## src/rtl/core/sclp_pkg.sv

```systemverilog
// Package for the serial command line parser.
// Holds character codes, reply codes, register indexes, reset values and the
// command/status structs shared by the controller and the datapath. No dependencies.
`timescale 1ns / 1ps
`default_nettype none

package sclp_pkg;

    localparam int BYTE_W   = 8;
    localparam int PERIOD_W = 16;
    localparam int KIND_W   = 2;
    localparam int CFG_IDX_W = 1;
    localparam int LINE_BYTES_DEF = 64;

    // Magnitude of a period argument saturates at this value.
    localparam int MAG_W = 21;
    localparam logic [MAG_W-1:0] MAG_CAP = 21'h100000;

    localparam logic [PERIOD_W-1:0] PERIOD_MIN_RST = 16'd50;
    localparam logic [PERIOD_W-1:0] PERIOD_MAX_RST = 16'd5000;

    localparam logic [KIND_W-1:0] KIND_OK      = 2'd0;
    localparam logic [KIND_W-1:0] KIND_BADARG  = 2'd1;
    localparam logic [KIND_W-1:0] KIND_UNKNOWN = 2'd2;

    localparam logic [CFG_IDX_W-1:0] CFG_PERIOD_MIN = 1'd0;
    localparam logic [CFG_IDX_W-1:0] CFG_PERIOD_MAX = 1'd1;

    localparam logic [BYTE_W-1:0] CH_NUL   = 8'h00;
    localparam logic [BYTE_W-1:0] CH_TAB   = 8'h09;
    localparam logic [BYTE_W-1:0] CH_LF    = 8'h0A;
    localparam logic [BYTE_W-1:0] CH_VT    = 8'h0B;
    localparam logic [BYTE_W-1:0] CH_FF    = 8'h0C;
    localparam logic [BYTE_W-1:0] CH_CR    = 8'h0D;
    localparam logic [BYTE_W-1:0] CH_SP    = 8'h20;
    localparam logic [BYTE_W-1:0] CH_PLUS  = 8'h2B;
    localparam logic [BYTE_W-1:0] CH_MINUS = 8'h2D;
    localparam logic [BYTE_W-1:0] CH_ZERO  = 8'h30;
    localparam logic [BYTE_W-1:0] CH_NINE  = 8'h39;

    localparam logic [2:0] WORD_LEN = 3'd6;

    typedef struct packed {
        logic store;   // append a plain byte to the line
        logic start;   // line end accepted, begin the scan
        logic scan;    // scan in progress
        logic finish;  // load the reply register and empty the line
    } sclp_cmd_t;

    typedef struct packed {
        logic eol;        // the offered byte is CR or LF
        logic scan_done;  // every stored byte up to the end or a zero byte has been parsed
        logic out_free;   // the reply register can take a new transaction
    } sclp_stat_t;

    function automatic logic [BYTE_W-1:0] status_char(input logic [2:0] idx);
        logic [BYTE_W-1:0] c;
        unique case (idx)
            3'd0:    c = "s";
            3'd1:    c = "t";
            3'd2:    c = "a";
            3'd3:    c = "t";
            3'd4:    c = "u";
            3'd5:    c = "s";
            default: c = CH_NUL;
        endcase
        return c;
    endfunction

    function automatic logic [BYTE_W-1:0] period_char(input logic [2:0] idx);
        logic [BYTE_W-1:0] c;
        unique case (idx)
            3'd0:    c = "p";
            3'd1:    c = "e";
            3'd2:    c = "r";
            3'd3:    c = "i";
            3'd4:    c = "o";
            3'd5:    c = "d";
            default: c = CH_NUL;
        endcase
        return c;
    endfunction

    function automatic logic is_blank(input logic [BYTE_W-1:0] c);
        return (c == CH_TAB) || (c == CH_LF) || (c == CH_VT) || (c == CH_FF) ||
               (c == CH_CR) || (c == CH_SP);
    endfunction

endpackage

`default_nettype wire

```

## src/rtl/core/sclp_if.sv

```systemverilog
// Channel interfaces of the serial command line parser.
// Byte input, reply output and register write channels; widths come from sclp_pkg.
`timescale 1ns / 1ps
`default_nettype none

interface sclp_rx_if;
    logic                            valid;
    logic                            ready;
    logic [sclp_pkg::BYTE_W-1:0]     rx_byte;
    logic                            led_blink;
    logic [sclp_pkg::PERIOD_W-1:0]   led_period;

    modport source (output valid, output rx_byte, output led_blink, output led_period,
                    input ready);
    modport sink   (input valid, input rx_byte, input led_blink, input led_period,
                    output ready);
endinterface

interface sclp_reply_if;
    logic                            valid;
    logic                            ready;
    logic [sclp_pkg::KIND_W-1:0]     reply_kind;
    logic                            mode_blink;
    logic [sclp_pkg::PERIOD_W-1:0]   period_value;
    logic                            period_write;

    modport source (output valid, output reply_kind, output mode_blink,
                    output period_value, output period_write, input ready);
    modport sink   (input valid, input reply_kind, input mode_blink,
                    input period_value, input period_write, output ready);
endinterface

interface sclp_cfg_if;
    logic                            valid;
    logic                            ready;
    logic [sclp_pkg::CFG_IDX_W-1:0]  reg_index;
    logic [sclp_pkg::PERIOD_W-1:0]   wr_data;

    modport source (output valid, output reg_index, output wr_data, input ready);
    modport sink   (input valid, input reg_index, input wr_data, output ready);
endinterface

`default_nettype wire

```

## src/rtl/core/sclp_ram.sv

```systemverilog
// Generic single-port-write, single-port-read RAM with registered read data.
// No dependencies.
`timescale 1ns / 1ps
`default_nettype none

module sclp_ram #(
    parameter int WIDTH = 8,
    parameter int DEPTH = 64
) (
    input  wire logic                     clk,
    input  wire logic                     we,
    input  wire logic [$clog2(DEPTH)-1:0] waddr,
    input  wire logic [WIDTH-1:0]         wdata,
    input  wire logic [$clog2(DEPTH)-1:0] raddr,
    output logic      [WIDTH-1:0]         rdata
);

    logic [WIDTH-1:0] mem [DEPTH];

    always_ff @(posedge clk)
    begin
        if (we)
        begin
            mem[waddr] <= wdata;
        end
        rdata <= mem[raddr];
    end

endmodule

`default_nettype wire

```

## src/rtl/core/sclp_ctrl.sv

```systemverilog
// Controller of the serial command line parser: collect, scan and reply sequencing.
// Depends on sclp_pkg for the command and status structs.
`timescale 1ns / 1ps
`default_nettype none

module sclp_ctrl (
    input  wire logic                 clk,
    input  wire logic                 rst_n,
    input  wire logic                 in_valid,
    output logic                      in_ready,
    input  wire sclp_pkg::sclp_stat_t st,
    output sclp_pkg::sclp_cmd_t       cmd
);
    import sclp_pkg::*;

    typedef enum logic [1:0] {
        S_IDLE,
        S_SCAN,
        S_FINISH
    } state_t;

    state_t state_reg;
    state_t state_next;

    assign in_ready = (state_reg == S_IDLE);

    always_comb
    begin
        cmd.store  = (state_reg == S_IDLE) && in_valid && !st.eol;
        cmd.start  = (state_reg == S_IDLE) && in_valid && st.eol;
        cmd.scan   = (state_reg == S_SCAN);
        cmd.finish = (state_reg == S_FINISH) && st.out_free;
    end

    always_comb
    begin
        state_next = state_reg;
        unique case (state_reg)
            S_IDLE:
            begin
                if (in_valid && st.eol)
                begin
                    state_next = S_SCAN;
                end
            end
            S_SCAN:
            begin
                if (st.scan_done)
                begin
                    state_next = S_FINISH;
                end
            end
            S_FINISH:
            begin
                if (st.out_free)
                begin
                    state_next = S_IDLE;
                end
            end
            default: state_next = S_IDLE;
        endcase
    end

    always_ff @(posedge clk or negedge rst_n)
    begin
        if (!rst_n)
        begin
            state_reg <= S_IDLE;
        end
        else
        begin
            state_reg <= state_next;
        end
    end

endmodule

`default_nettype wire

```

## src/rtl/core/sclp_dpath.sv

```systemverilog
// Datapath of the serial command line parser: line store, byte-serial tokenizer,
// argument decoder, limit registers and reply register. Depends on sclp_pkg, sclp_ram.
`timescale 1ns / 1ps
`default_nettype none

module sclp_dpath #(
    parameter int LINE_BYTES = sclp_pkg::LINE_BYTES_DEF
) (
    input  wire logic                            clk,
    input  wire logic                            rst_n,
    input  wire logic [sclp_pkg::BYTE_W-1:0]     rx_byte,
    input  wire logic                            led_blink,
    input  wire logic [sclp_pkg::PERIOD_W-1:0]   led_period,
    input  wire logic                            cfg_we,
    input  wire logic [sclp_pkg::CFG_IDX_W-1:0]  cfg_index,
    input  wire logic [sclp_pkg::PERIOD_W-1:0]   cfg_data,
    input  wire sclp_pkg::sclp_cmd_t             cmd,
    output sclp_pkg::sclp_stat_t                 st,
    output logic                                 out_valid,
    input  wire logic                            out_ready,
    output logic [sclp_pkg::KIND_W-1:0]          reply_kind,
    output logic                                 mode_blink,
    output logic [sclp_pkg::PERIOD_W-1:0]        period_value,
    output logic                                 period_write
);
    import sclp_pkg::*;

    localparam int AW = $clog2(LINE_BYTES);
    localparam logic [AW-1:0] LEN_MAX = AW'(LINE_BYTES - 1);
    localparam int ACC_W = MAG_W + 3;

    typedef enum logic [2:0] {
        P_LEAD,   // skipping spaces before the command
        P_CMD,    // inside the command token
        P_GAP,    // skipping spaces before the argument
        P_ARG,    // inside the argument token
        P_DONE    // remaining tokens are ignored
    } phase_t;

    typedef enum logic [1:0] {
        A_BLANK,
        A_SIGN,
        A_DIG,
        A_BAD
    } arg_t;

    typedef enum logic [1:0] {
        CMD_UNKNOWN,
        CMD_STATUS,
        CMD_PERIOD
    } cmd_kind_t;

    // Line store and scan pointers.
    logic [AW-1:0]       len_reg;
    logic [AW-1:0]       rd_idx_reg, rd_idx_next;
    logic                pend_reg, pend_next;
    logic                stop_reg, stop_next;
    logic [BYTE_W-1:0]   rd_data;
    logic                ram_we;

    // Tokenizer state.
    phase_t              ph_reg, ph_next;
    cmd_kind_t           kind_reg, kind_next;
    logic [2:0]          clen_reg, clen_next;
    logic                st_m_reg, st_m_next;
    logic                pd_m_reg, pd_m_next;
    arg_t                arg_reg, arg_next;
    logic                neg_reg, neg_next;
    logic [MAG_W-1:0]    mag_reg, mag_next;

    logic                blink_reg;
    logic [PERIOD_W-1:0] cur_period_reg;
    logic [PERIOD_W-1:0] pmin_reg;
    logic [PERIOD_W-1:0] pmax_reg;

    logic                out_valid_reg;
    logic [KIND_W-1:0]   kind_out_reg;
    logic                blink_out_reg;
    logic [PERIOD_W-1:0] period_out_reg;
    logic                write_out_reg;

    // Byte step helpers.
    logic                consume;
    logic [BYTE_W-1:0]   c;
    logic [2:0]          cs_len;
    logic                cs_st, cs_pd;
    logic                tok_status, tok_period;
    logic                is_digit;
    logic [ACC_W-1:0]    acc;
    logic [MAG_W-1:0]    acc_sat;
    arg_t                as_arg;
    logic                as_neg;
    logic [MAG_W-1:0]    as_mag;
    logic                arg_ok;

    logic [KIND_W-1:0]   fin_kind;
    logic                fin_blink;
    logic [PERIOD_W-1:0] fin_period;
    logic                fin_write;

    assign ram_we = cmd.store && (len_reg < LEN_MAX);

    sclp_ram #(
        .WIDTH (BYTE_W),
        .DEPTH (LINE_BYTES)
    ) u_line_ram (
        .clk   (clk),
        .we    (ram_we),
        .waddr (len_reg),
        .wdata (rx_byte),
        .raddr (rd_idx_reg),
        .rdata (rd_data)
    );

    assign st.eol       = (rx_byte == CH_CR) || (rx_byte == CH_LF);
    assign st.scan_done = !pend_reg && (stop_reg || (rd_idx_reg == len_reg));
    assign st.out_free  = !out_valid_reg || out_ready;

    assign consume = cmd.scan && pend_reg && !stop_reg;
    assign c       = rd_data;

    // One character of the command token.
    always_comb
    begin
        cs_len = (clen_reg == 3'd7) ? clen_reg : clen_reg + 3'd1;
        if (clen_reg < WORD_LEN)
        begin
            cs_st = st_m_reg && (c == status_char(clen_reg));
            cs_pd = pd_m_reg && (c == period_char(clen_reg));
        end
        else
        begin
            cs_st = 1'b0;
            cs_pd = 1'b0;
        end
    end

    assign tok_status = (clen_reg == WORD_LEN) && st_m_reg;
    assign tok_period = (clen_reg == WORD_LEN) && pd_m_reg;

    // One character of the argument token; the magnitude saturates.
    assign is_digit = (c >= CH_ZERO) && (c <= CH_NINE);
    assign acc = ({3'b000, mag_reg} << 3) + ({3'b000, mag_reg} << 1)
               + ACC_W'(c - CH_ZERO);
    assign acc_sat = (acc > ACC_W'(MAG_CAP)) ? MAG_CAP : acc[MAG_W-1:0];

    always_comb
    begin
        as_arg = arg_reg;
        as_neg = neg_reg;
        as_mag = mag_reg;
        unique case (arg_reg)
            A_BLANK:
            begin
                if (is_blank(c))
                begin
                    as_arg = A_BLANK;
                end
                else if ((c == CH_PLUS) || (c == CH_MINUS))
                begin
                    as_neg = (c == CH_MINUS);
                    as_arg = A_SIGN;
                end
                else if (is_digit)
                begin
                    as_mag = acc_sat;
                    as_arg = A_DIG;
                end
                else
                begin
                    as_arg = A_BAD;
                end
            end
            A_SIGN, A_DIG:
            begin
                if (is_digit)
                begin
                    as_mag = acc_sat;
                    as_arg = A_DIG;
                end
                else
                begin
                    as_arg = A_BAD;
                end
            end
            A_BAD:   as_arg = A_BAD;
            default: as_arg = A_BAD;
        endcase
    end

    // Scan sequencing and tokenizer.
    always_comb
    begin
        rd_idx_next = rd_idx_reg;
        pend_next   = 1'b0;
        stop_next   = stop_reg;
        ph_next     = ph_reg;
        kind_next   = kind_reg;
        clen_next   = clen_reg;
        st_m_next   = st_m_reg;
        pd_m_next   = pd_m_reg;
        arg_next    = arg_reg;
        neg_next    = neg_reg;
        mag_next    = mag_reg;

        if (cmd.start)
        begin
            rd_idx_next = '0;
            stop_next   = 1'b0;
            ph_next     = P_LEAD;
            kind_next   = CMD_UNKNOWN;
            clen_next   = 3'd0;
            st_m_next   = 1'b1;
            pd_m_next   = 1'b1;
            arg_next    = A_BLANK;
            neg_next    = 1'b0;
            mag_next    = '0;
        end
        else if (cmd.scan)
        begin
            if (!stop_reg && (rd_idx_reg < len_reg))
            begin
                rd_idx_next = rd_idx_reg + AW'(1);
                pend_next   = 1'b1;
            end
            if (consume)
            begin
                if (c == CH_NUL)
                begin
                    // A zero byte ends the line early.
                    stop_next = 1'b1;
                end
                else
                begin
                    unique case (ph_reg)
                        P_LEAD:
                        begin
                            if (c != CH_SP)
                            begin
                                ph_next   = P_CMD;
                                clen_next = cs_len;
                                st_m_next = cs_st;
                                pd_m_next = cs_pd;
                            end
                        end
                        P_CMD:
                        begin
                            if (c == CH_SP)
                            begin
                                if (tok_status)
                                begin
                                    kind_next = CMD_STATUS;
                                    ph_next   = P_DONE;
                                end
                                else if (tok_period)
                                begin
                                    kind_next = CMD_PERIOD;
                                    ph_next   = P_GAP;
                                end
                                else
                                begin
                                    kind_next = CMD_UNKNOWN;
                                    ph_next   = P_DONE;
                                end
                            end
                            else
                            begin
                                clen_next = cs_len;
                                st_m_next = cs_st;
                                pd_m_next = cs_pd;
                            end
                        end
                        P_GAP:
                        begin
                            if (c != CH_SP)
                            begin
                                ph_next  = P_ARG;
                                arg_next = as_arg;
                                neg_next = as_neg;
                                mag_next = as_mag;
                            end
                        end
                        P_ARG:
                        begin
                            if (c == CH_SP)
                            begin
                                ph_next = P_DONE;
                            end
                            else
                            begin
                                arg_next = as_arg;
                                neg_next = as_neg;
                                mag_next = as_mag;
                            end
                        end
                        P_DONE:  ph_next = P_DONE;
                        default: ph_next = P_DONE;
                    endcase
                end
            end
        end
    end

    assign arg_ok = (arg_reg == A_DIG) && !(neg_reg && (mag_reg != '0)) &&
                    (mag_reg >= MAG_W'(pmin_reg)) && (mag_reg <= MAG_W'(pmax_reg));

    // Reply decode at the end of the scan.
    always_comb
    begin
        fin_kind   = KIND_UNKNOWN;
        fin_blink  = 1'b0;
        fin_period = '0;
        fin_write  = 1'b0;
        unique case (ph_reg)
            P_LEAD:
            begin
                fin_kind = KIND_UNKNOWN;
            end
            P_CMD:
            begin
                if (tok_status)
                begin
                    fin_kind   = KIND_OK;
                    fin_blink  = blink_reg;
                    fin_period = cur_period_reg;
                end
                else if (tok_period)
                begin
                    fin_kind = KIND_BADARG;
                end
            end
            P_GAP:
            begin
                fin_kind = KIND_BADARG;
            end
            P_ARG, P_DONE:
            begin
                if ((ph_reg == P_DONE) && (kind_reg == CMD_STATUS))
                begin
                    fin_kind   = KIND_OK;
                    fin_blink  = blink_reg;
                    fin_period = cur_period_reg;
                end
                else if ((ph_reg == P_DONE) && (kind_reg == CMD_UNKNOWN))
                begin
                    fin_kind = KIND_UNKNOWN;
                end
                else if (arg_ok)
                begin
                    fin_kind   = KIND_OK;
                    fin_blink  = blink_reg;
                    fin_period = mag_reg[PERIOD_W-1:0];
                    fin_write  = 1'b1;
                end
                else
                begin
                    fin_kind = KIND_BADARG;
                end
            end
            default: fin_kind = KIND_UNKNOWN;
        endcase
    end

    // Control state.
    always_ff @(posedge clk or negedge rst_n)
    begin
        if (!rst_n)
        begin
            len_reg       <= '0;
            rd_idx_reg    <= '0;
            pend_reg      <= 1'b0;
            stop_reg      <= 1'b0;
            ph_reg        <= P_LEAD;
            kind_reg      <= CMD_UNKNOWN;
            clen_reg      <= 3'd0;
            st_m_reg      <= 1'b1;
            pd_m_reg      <= 1'b1;
            arg_reg       <= A_BLANK;
            neg_reg       <= 1'b0;
            pmin_reg      <= PERIOD_MIN_RST;
            pmax_reg      <= PERIOD_MAX_RST;
            out_valid_reg <= 1'b0;
        end
        else
        begin
            if (cmd.finish)
            begin
                len_reg <= '0;
            end
            else if (ram_we)
            begin
                len_reg <= len_reg + AW'(1);
            end
            rd_idx_reg <= rd_idx_next;
            pend_reg   <= pend_next;
            stop_reg   <= stop_next;
            ph_reg     <= ph_next;
            kind_reg   <= kind_next;
            clen_reg   <= clen_next;
            st_m_reg   <= st_m_next;
            pd_m_reg   <= pd_m_next;
            arg_reg    <= arg_next;
            neg_reg    <= neg_next;
            if (cfg_we)
            begin
                unique case (cfg_index)
                    CFG_PERIOD_MIN: pmin_reg <= cfg_data;
                    CFG_PERIOD_MAX: pmax_reg <= cfg_data;
                    default:        pmin_reg <= pmin_reg;
                endcase
            end
            if (cmd.finish)
            begin
                out_valid_reg <= 1'b1;
            end
            else if (out_ready)
            begin
                out_valid_reg <= 1'b0;
            end
        end
    end

    // Payload registers.
    always_ff @(posedge clk)
    begin
        mag_reg <= mag_next;
        if (cmd.start)
        begin
            blink_reg      <= led_blink;
            cur_period_reg <= led_period;
        end
        if (cmd.finish)
        begin
            kind_out_reg   <= fin_kind;
            blink_out_reg  <= fin_blink;
            period_out_reg <= fin_period;
            write_out_reg  <= fin_write;
        end
    end

    assign out_valid    = out_valid_reg;
    assign reply_kind   = kind_out_reg;
    assign mode_blink   = blink_out_reg;
    assign period_value = period_out_reg;
    assign period_write = write_out_reg;

endmodule

`default_nettype wire

```

## src/rtl/core/serial_command_line_parser.sv

```systemverilog
// Channel    Dir  Handshake     Payload
// rx         in   valid/ready   rx_byte, led_blink, led_period
// reply      out  valid/ready   reply_kind, mode_blink, period_value, period_write
// cfg        in   valid/ready   reg_index, wr_data (ready is always high)
//
// A plain byte is taken whenever rx is ready. A CR or LF closes rx while the stored
// line is scanned (the scan ends early after a zero byte) and the reply is loaded:
// the line memory is read one byte per cycle through its read port.
// The reply register holds a result until it is taken; a line end that arrives
// while it is still full waits in the final step. Reset empties the line and
// restores the period limits to 50 and 5000; the line memory itself is not cleared.
// Top level of the serial command line parser. Depends on sclp_pkg, sclp_if,
// sclp_ram, sclp_ctrl and sclp_dpath.
`timescale 1ns / 1ps
`default_nettype none

module serial_command_line_parser #(
    parameter int LINE_BYTES = sclp_pkg::LINE_BYTES_DEF
) (
    input  wire logic   clk,
    input  wire logic   rst_n,
    sclp_rx_if.sink     rx,
    sclp_reply_if.source reply,
    sclp_cfg_if.sink    cfg
);
    import sclp_pkg::*;

    sclp_cmd_t  cmd;
    sclp_stat_t st;

    assign cfg.ready = 1'b1;

    sclp_ctrl u_ctrl (
        .clk      (clk),
        .rst_n    (rst_n),
        .in_valid (rx.valid),
        .in_ready (rx.ready),
        .st       (st),
        .cmd      (cmd)
    );

    sclp_dpath #(
        .LINE_BYTES (LINE_BYTES)
    ) u_dpath (
        .clk          (clk),
        .rst_n        (rst_n),
        .rx_byte      (rx.rx_byte),
        .led_blink    (rx.led_blink),
        .led_period   (rx.led_period),
        .cfg_we       (cfg.valid),
        .cfg_index    (cfg.reg_index),
        .cfg_data     (cfg.wr_data),
        .cmd          (cmd),
        .st           (st),
        .out_valid    (reply.valid),
        .out_ready    (reply.ready),
        .reply_kind   (reply.reply_kind),
        .mode_blink   (reply.mode_blink),
        .period_value (reply.period_value),
        .period_write (reply.period_write)
    );

    // A period write strobe only ever goes with an OK reply.
    a_write_is_ok: assert property (@(posedge clk) disable iff (!rst_n)
        reply.valid && reply.period_write |-> reply.reply_kind == KIND_OK)
        else $error("period write strobe on an error reply");

    // Error replies carry no mode and no period.
    a_error_clean: assert property (@(posedge clk) disable iff (!rst_n)
        reply.valid && (reply.reply_kind != KIND_OK) |->
            (reply.mode_blink == 1'b0) && (reply.period_value == '0))
        else $error("error reply with nonzero mode or period");

    // A line end starts a scan, so the byte channel closes in the next cycle.
    a_eol_busy: assert property (@(posedge clk) disable iff (!rst_n)
        rx.valid && rx.ready && ((rx.rx_byte == CH_CR) || (rx.rx_byte == CH_LF))
            |=> !rx.ready)
        else $error("byte channel open right after a line end");

    // Every reply on offer carries one of the three defined kinds.
    a_reply_kind: assert property (@(posedge clk) disable iff (!rst_n)
        reply.valid |-> (reply.reply_kind == KIND_OK) ||
            (reply.reply_kind == KIND_BADARG) || (reply.reply_kind == KIND_UNKNOWN))
        else $error("reply kind outside the defined codes");

endmodule

`default_nettype wire
```

## src/flat_wrapper.sv

```systemverilog
// flat-port wrapper written by rule: the top's interface ports become plain ports
module serial_command_line_parser_flat import sclp_pkg::*;
#(
    parameter int LINE_BYTES = sclp_pkg::LINE_BYTES_DEF
)
  (clk, rst_n, rx_valid, rx_rx_byte, rx_led_blink, rx_led_period, rx_ready, reply_valid, reply_reply_kind, reply_mode_blink, reply_period_value, reply_period_write, reply_ready, cfg_valid, cfg_reg_index, cfg_wr_data, cfg_ready);
  sclp_rx_if rx_i ();
  sclp_reply_if reply_i ();
  sclp_cfg_if cfg_i ();
  input  wire logic clk;
  input  wire logic rst_n;
  input wire logic [$bits(rx_i.valid)-1:0] rx_valid;
  input wire logic [$bits(rx_i.rx_byte)-1:0] rx_rx_byte;
  input wire logic [$bits(rx_i.led_blink)-1:0] rx_led_blink;
  input wire logic [$bits(rx_i.led_period)-1:0] rx_led_period;
  output wire logic [$bits(rx_i.ready)-1:0] rx_ready;
  output wire logic [$bits(reply_i.valid)-1:0] reply_valid;
  output wire logic [$bits(reply_i.reply_kind)-1:0] reply_reply_kind;
  output wire logic [$bits(reply_i.mode_blink)-1:0] reply_mode_blink;
  output wire logic [$bits(reply_i.period_value)-1:0] reply_period_value;
  output wire logic [$bits(reply_i.period_write)-1:0] reply_period_write;
  input wire logic [$bits(reply_i.ready)-1:0] reply_ready;
  input wire logic [$bits(cfg_i.valid)-1:0] cfg_valid;
  input wire logic [$bits(cfg_i.reg_index)-1:0] cfg_reg_index;
  input wire logic [$bits(cfg_i.wr_data)-1:0] cfg_wr_data;
  output wire logic [$bits(cfg_i.ready)-1:0] cfg_ready;
  assign rx_i.valid = rx_valid;
  assign rx_i.rx_byte = rx_rx_byte;
  assign rx_i.led_blink = rx_led_blink;
  assign rx_i.led_period = rx_led_period;
  assign rx_ready = rx_i.ready;
  assign reply_valid = reply_i.valid;
  assign reply_reply_kind = reply_i.reply_kind;
  assign reply_mode_blink = reply_i.mode_blink;
  assign reply_period_value = reply_i.period_value;
  assign reply_period_write = reply_i.period_write;
  assign reply_i.ready = reply_ready;
  assign cfg_i.valid = cfg_valid;
  assign cfg_i.reg_index = cfg_reg_index;
  assign cfg_i.wr_data = cfg_wr_data;
  assign cfg_ready = cfg_i.ready;
  serial_command_line_parser #(.LINE_BYTES(LINE_BYTES)) u_core (.clk(clk), .rst_n(rst_n), .rx(rx_i), .reply(reply_i), .cfg(cfg_i));
endmodule
```

## config.mk

```make
export PLATFORM = sky130hd
export DESIGN_NAME = serial_command_line_parser_flat
export DESIGN_NICKNAME = d
export VERILOG_FILES = /design/src/rtl/core/sclp_pkg.sv /design/src/rtl/core/sclp_if.sv /design/src/rtl/core/sclp_ram.sv /design/src/rtl/core/sclp_ctrl.sv /design/src/rtl/core/sclp_dpath.sv /design/src/rtl/core/serial_command_line_parser.sv /design/src/flat_wrapper.sv
export SDC_FILE = /design/constraint.sdc
export NUM_CORES = 1
export LEC_CHECK = 0
export BUFFER_PORTS_ARGS = -buffer_cell sky130_fd_sc_hd__buf_2
export CAP_MARGIN = 0
export CELL_PAD_IN_SITES_DETAIL_PLACEMENT = 1
export CELL_PAD_IN_SITES_GLOBAL_PLACEMENT = 2
export CORE_ASPECT_RATIO = 0.7
export CORE_MARGIN = 3
export CORE_UTILIZATION = 38
export DETAILED_ROUTE_END_ITERATION = 8
export GPL_TIMING_DRIVEN = 0
export PLACE_DENSITY = 0.68
export SLEW_MARGIN = 20
export SYNTH_ARGS = -nofsm -noshare
export SYNTH_HDL_FRONTEND = slang
export SYNTH_SLANG_ARGS = --single-unit
```

## constraint.sdc

```tcl
create_clock -name clk -period 7.4 [get_ports clk]
set_input_delay 2.22 -clock clk [delete_from_list [all_inputs] [get_ports clk]]
set_output_delay 2.22 -clock clk [all_outputs]
set_load 0.02 [all_outputs]
```

### After elaboration in Yosys (flattened, before gate mapping)

Memory sizes are Yosys's and may differ from the RTL's. A register that Yosys moved wholly into a read port is not among the register bits.
Index checks and enable logic that the tools add are counted.

* flip-flop bits (word level): 120
* bits in latches: 0
* memory bits (writable): 512
* bits in read-only memories: 0
* memories kept: 1

* add/sub/neg operators: 6
* $mul: 0
* div/mod/pow operators: 0
* $lt $le $gt $ge: 8
* eq/ne operators: 43
* shift-type cells: 0
* muxes and demuxes: 113
* bitwise operators: 3
* reduce and logical (&&, ||, !) cells: 68

Memories
* u_core.u_dpath.u_line_ram.mem: words 64, width 8, rd ports 1, clocked after memory_dff 1, write ports 1, RTL line sclp_ram.sv:18 `logic [WIDTH-1:0] mem [DEPTH];`

Operators by type and width (number)
* 2-to-1 mux 21 bit: 6
* one-hot mux 21 bit (2 select lines): 2
* 2-to-1 mux 16 bit: 4
* equality test 8 x 4 -> 1 bit (second input constant): 7
* 2-to-1 mux 3 bit: 17
* 2-to-1 mux 2 bit: 23
* one-hot mux 7 bit (6 select lines): 1
* 2-to-1 mux 1 bit: 41
* one-hot mux 16 bit (2 select lines): 1
* 2-to-1 mux 6 bit: 5
* one-hot mux 7 bit (4 select lines): 1
* adder 24 x 22 -> 24 bit: 1
* adder 24 bit: 1
* equality test 8 x 6 -> 1 bit (second input constant): 3
* > comparator 24 x 21 -> 1 bit (second input constant): 1
* >= comparator 21 x 16 -> 1 bit: 1
* less-or-equal comparator 21 x 16 -> 1 bit: 1
* logical AND 1 bit: 21
* nonzero test 21 bit: 1
* inequality test 3 x 2 -> 1 bit (second input constant): 6
* one-hot mux 2 bit (3 select lines): 3
* AND reduction 6 bit: 3
* nonzero test 2 bit: 9
* equality test 8 bit: 2
* 35 further kinds: 80

### Longest topological paths before layout

* depth in word-level cells: 14
* depth in mapped cells: 14
* depth with buffers taken out: 11

### Cells and area by module

From an unflattened synthesis, not the netlist that was laid out.

* cell total of the unflattened synthesis: 1750
* area total of the unflattened synthesis: 28173.3 µm²

Modules (own cells, without submodules)
* sclp_ram: instances 1, cells each 972, area an instance 20190.6 µm²
* sclp_dpath: instances 1, cells each 764, area an instance 7853.8 µm²
* sclp_ctrl: instances 1, cells each 12, area an instance 117.6 µm²
* serial_command_line_parser: instances 1, cells each 2, area an instance 11.3 µm²

### Worst setup path before layout

Ideal clock, no wire load.

* kind: register -> register
* start: register u_core.u_dpath.u_line_ram.rdata[4] (read register of u_core.u_dpath.u_line_ram.mem)
* end: register u_core.u_dpath.mag_reg[20]
* data arrival time: 5.463 ns
* setup slack: 1.805 ns
* stages on the path, launching flop included: 15
* cells stage by stage: dfxtp_1 > ha_1 > nor3_1 > fa_1 > ha_1 > clkbuf_1 > o21ai_0 > nor2_1 > a221o_1 > or2_2 > o221ai_1 > and4b_1 > buf_2 > buf_4 > a21oi_1

* cells in the longest elaborated chain, start to end: 10
* elaborated cells between the ends (all ways): 34
* classes of those cells: add/sub: 2; order compare: 3; eq/ne: 11; mux: 8; bitwise: 1; reduce/logical: 9

Ends and longest elaborated chain
* from (decl): RTL line sclp_ram.sv:15 `output logic [WIDTH-1:0] rdata`
* subtractor 8 x 6 -> 9 bit or equality test 8 x 4 -> 1 bit (tied branches): RTL line sclp_dpath.sv:144, sclp_pkg.sv:85
* adder 24 bit or logical OR 1 bit (tied branches): RTL line sclp_dpath.sv:144, sclp_pkg.sv:85
* > comparator 24 x 21 -> 1 bit or logical OR 1 bit (tied branches): RTL line sclp_dpath.sv:145, sclp_pkg.sv:85
* 2-to-1 mux 21 bit or logical OR 1 bit (tied branches): RTL line sclp_dpath.sv:145, sclp_pkg.sv:85
* 2-to-1 mux 21 bit or logical OR 1 bit (tied branches): RTL line sclp_dpath.sv:164, sclp_dpath.sv:176, sclp_pkg.sv:85
* 2-to-1 mux 21 bit or logical OR 1 bit (tied branches): RTL line sclp_dpath.sv:159, sclp_pkg.sv:86
* 2-to-1 mux 21 bit: RTL line sclp_dpath.sv:155 `if (is_blank(c))`
* one-hot mux 21 bit (2 select lines): RTL line sclp_dpath.sv:152 `unique case (arg_reg)`
* 2-to-1 mux 21 bit (on tied branches): RTL line sclp_dpath.sv:285, sclp_dpath.sv:275
* one-hot mux 21 bit (2 select lines): RTL line sclp_dpath.sv:235 `unique case (ph_reg)`
* to (signal assigned): RTL line sclp_dpath.sv:426 `mag_reg <= mag_next;`
* to (decl): RTL line sclp_dpath.sv:69 `logic [MAG_W-1:0] mag_reg, mag_next;`

Parallel ways exist; a longest one is shown, timed or not. The select of a mux whose other input is x is not followed.
A chain may end at the register's enable or synchronous reset.

### Worst setup path in the final report

* start: input port rx_rx_byte[1]
* end: memory u_core.u_dpath.u_line_ram.mem[39][2] (enable)

* cells in the longest elaborated chain, start to end: 7
* elaborated cells between the ends (all ways): 8
* classes of those cells: eq/ne: 2; mux: 2; reduce/logical: 4

Ends and longest elaborated chain
* from (decl): RTL line flat_wrapper.sv:13 `input wire logic [$bits(rx_i.rx_byte)-1:0] rx_rx_byte;`
* equality test 8 x 4 -> 1 bit: RTL line sclp_dpath.sv:115 `assign st.eol = (rx_byte == CH_CR) || (rx_byte == CH_LF);`
* logical OR 1 bit *: RTL line sclp_dpath.sv:115
* zero test 1 bit *: RTL line sclp_ctrl.sv:29 `cmd.store = (state_reg == S_IDLE) && in_valid && !st.eol;`
* logical AND 1 bit *: RTL line sclp_ctrl.sv:29
* logical AND 1 bit *: RTL line sclp_dpath.sv:101 `assign ram_we = cmd.store && (len_reg < LEN_MAX);`
* 2-to-1 mux 1 bit *: RTL line sclp_ram.sv:22 `if (we)`
* 2-to-1 mux 1 bit (implied by the code) *: RTL line sclp_ram.sv:24 `mem[waddr] <= wdata;`
* to (decl): RTL line sclp_ram.sv:18

Every way passes the cells marked *; elsewhere a longest branch is shown, timed or not.

==> reports/metrics.yaml <==
status:
  status: "finished clean"
placed_design:
  routabilityCongestion: 0.8130
  post_dp_cell_area_mm2: 0.02957
  hpwl_mm: 51.31
  io_buffers: 68
setup_path:
  crit_path_start_kind: "input port"
  r2r_setup_slack_ns: 2.64
  critPathKind: "in2reg"
  crit_chain: "buf_4 > and3b_1 > o211a_1 > nor3_2 > nand3_1 > nor2_1"
  path_delay_family: "simple AND/OR/NAND/NOR gates"
  cp_num_buf_inv: 1
  crit_path_end_kind: "flip-flop"
  cp.required_ns: 7.63
  max_stage_delay_ns: 0.96
  crit_arrival_ns: 5.35
  crit_path_top_delay_cell: "nor2_1"
  worstPathMaxFanout: 66
synthesis:
  syn_inst: 1621
  synth_fa_ha_area_share_pct: 4.843
  async_reset_ff_share_pct: 9.688
  yosys.area_share.simple_pct: 5.318
  synth_area_mm2: 0.02790
  synth_xor_area_share_pct: 1.099
  ys.flop_type: "edfxtp_1"
  synth_compound_area_share_pct: 5.318
  synth_top_family_by_area: "multiplexers"
  synthMuxAreaShare_pct: 14.53
  ys_types: 76
  synth_seq_cells: 640
  yosys_warnings: 0
  syn-num-nets: 1764
  avgSynthCellArea_um2: 17.21
  synth_edf_count: 549
  ys_seq_area_share_pct: 66.77
timing:
  slew_violations: 0
  period_minus_slack_ns: 5.126
  maxSlewHeadroom_pct: 32.37
  worst_slew_pin_slew_ns: 1.014
  clock_skew_ns: 0.01526
  finalSetupViolations: 0
  fmax_mhz: 195.1
  fin_setup_tns_ns: 0
  hold_viol: 0
  timing.final.crit_share_pct: 69.27
  rsz0062_at_grt: "false"
global_routing:
  grt_usage_pct: 19.76
  gr-usage-met3_pct: 4.880
  overflow: 0
  antenna_found_initial: 4
  grt_max_degree: 67
  use_met1_pct: 32.06
  grt_pass1_vias: 16050
  top_usage_layer: "met1"
  grt_pass1_wl_mm: 110.3
  globalRouteMet2Util_pct: 26.48
clocking:
  cts_tree: "done"
  cts_buffer_depth: 3
  clk_pin_slew_ns: 0.06
  htreeDepth: 3
  clkLatencyLatePin_ns: 0.61
  postCtsSetupBuffers: 0
  cts_root_buffer: "clkbuf_16"
  clock_sink_count: 640
  cts_resized: 0
  cts_made_buffers: 66
  cts_hold_buf: 0
finish:
  fin_area_mm2: 0.03172
  syn_to_final_growth_pct: 13.68
  drive_gt1_share_pct: 22.24
  largest_register_ffs: 512
  layout.nets: 1906
routing:
  drtIter0Drc: 1641
  drc: 0
  num_vias: 15482
  wl_per_cell_um: 26.80
  routed_via_density: 5.571
  first_pass_iters: 5
  wl_mm: 74.49
  antenna_left: 0
pwr:
  ir_drop_mv: 0.2229
  p_leak_nw: 10.88
  p_per_area_mw_per_mm2: 296.1
run:
  maxCapViolCount: 0
floorplanning:
  die_y_um: 232.7
  initial_core_util_pct: 38.69
  dieArea_mm2: 0.07677
  ios: 70
  rows: 82
  die_w_um: 329.9
  core_area_mm2: 0.07213
min_path:
  hold_class: "reg2reg"
==> report_power, final <==
part	switching, W	total [W]	leakage (nW)	internal, W
Clock	0.00141	0.00334	1.04	0.00193
Combinational	0.00120	0.00185	3.94	0.000659
Sequential	0.000104	0.00420	5.89	0.00409
Total	0.00271	0.00939	10.9	0.00668
==> final timing paths <==
check / endpoint / startpoint / depth (start not counted)
max: u_core.u_dpath.u_line_ram.mem[39][2]$_DFFE_PP_ / rx_rx_byte[1] / 6
min: u_core.u_dpath.mag_reg[19]$_SDFFE_PP0P_ / u_core.u_dpath.mag_reg[19]$_SDFFE_PP0P_ / 2
max reg2reg: u_core.u_dpath.mag_reg[7]$_SDFFE_PP0P_ / u_core.u_dpath.u_line_ram.rdata[4]$_DFF_P_ / 16
min reg2reg: u_core.u_dpath.mag_reg[19]$_SDFFE_PP0P_ / u_core.u_dpath.mag_reg[19]$_SDFFE_PP0P_ / 2
max in group asynchronous: u_core.u_dpath.pmin_reg[4]$_DFFE_PN1P_ / rst_n / 2
min in group asynchronous: u_core.u_dpath.pmin_reg[13]$_DFFE_PN0P_ / rst_n / 1
==> routing by layer <==
metal	share of wire, %	wire, um
met5	0.012	9
met4	1.5	1103
met3	7.4	5538
met2	41	30560
met1	50	37280
==> layout by cell type, fill, tap and decap left out, drive strengths merged, types with 8 or more instances in the layout <==
| master | n |
|---|---|
| edfxtp | 549 |
| mux4 | 168 |
| nor2 | 118 |
| clkbuf | 117 |
| buf | 113 |
| ha | 76 |
| nand2 | 75 |
| inv | 61 |
| o21ai | 59 |
| dfrtp | 52 |
| a21oi | 35 |
| dfxtp | 29 |
| clkinv | 25 |
| nand3 | 22 |
| xnor2 | 21 |
| fa | 20 |
| o211ai | 17 |
| a22o | 17 |
| mux2 | 17 |
| xor2 | 14 |
| and2 | 14 |
| a31o | 14 |
| nor3 | 13 |
| a211oi | 12 |
| a21o | 11 |
| and3 | 11 |
| dfstp | 10 |
| nor2b | 9 |
| nand4 | 9 |
| nor4 | 9 |
| mux2i | 8 |
==> Yosys cell counts (all sizes together), types with 17 or more instances <==
cell	number	area, um2
o21ai	59	295.3
buf	39	240.2
nor2	118	445.4
inv	57	214.0
a22o	17	148.9
nand2	75	281.5
edfxtp	549	16490
mux4	168	3784
o211ai	17	127.6
a21oi	35	175.2
dfxtp	29	580.6
clkbuf	34	127.6
mux2	17	191.4
dfrtp	52	1301
ha	76	950.9
nand3	22	110.1
fa	20	400.4
xnor2	21	183.9
==> stage by stage <==
stage               setup slack (ns)  hold slack [ns]  power [W]  util [%]  instances
detailed placement             1.445           0.4959   0.006110     41.00       2661
global placement              0.1098           0.4875   0.006055     40.84       2655
global route                   2.112           0.5312   0.009825     43.98       2778
floorplan                      1.805           0.4659   0.005446         -       1621
finish                         2.274           0.5061   0.009392     43.98       2779
CTS                            2.093           0.5084   0.009475     43.97       2778
==> worst register-to-register path, cell delays in order (launching register included) <==
cell and delay [ns]:
dfxtp_1 0.44, ha_1 0.34, nor3_2 0.32, buf_4 0.25
buf_4 0.21, buf_4 0.21, fa_1 0.42, ha_1 0.41
nand4_1 0.19, nor3_1 0.22, nand4b_1 0.17, o211ai_1 0.18
and3_1 0.25, or2_1 0.14, buf_1 0.24, clkbuf_1 0.49
a31o_1 0.22
==> logic make-up (layout without fill, tap and decap cells) <==
logic type | count (synthesis) | in the layout
AO/OA/AOI/OAI | 214 | 214
adder cells (fa/ha/maj) | 96 | 96
AND/OR/NAND/NOR | 310 | 310
multiplexers | 193 | 193
flip-flops | 640 | 640
buffers and inverters | 132 | 323
other | 1 | 2
XOR/XNOR | 35 | 35
==> layout make-up <==
| cell class | instances | area, um2 |
|---|---|---|
| timing repair buffer | 74 | 452.9 |
| antenna | 1 | 2.502 |
| buffer | 73 | 370.4 |
| clock inverter | 34 | 325.3 |
| multi-input combinational | 849 | 8690 |
| inverter | 59 | 221.5 |
| tap | 966 | 1209 |
| clock buffer | 83 | 1821 |
| fill | 6984 | 40410 |
| sequential | 640 | 18630 |
No activity file was read; power rests on OpenSTA's default activity.
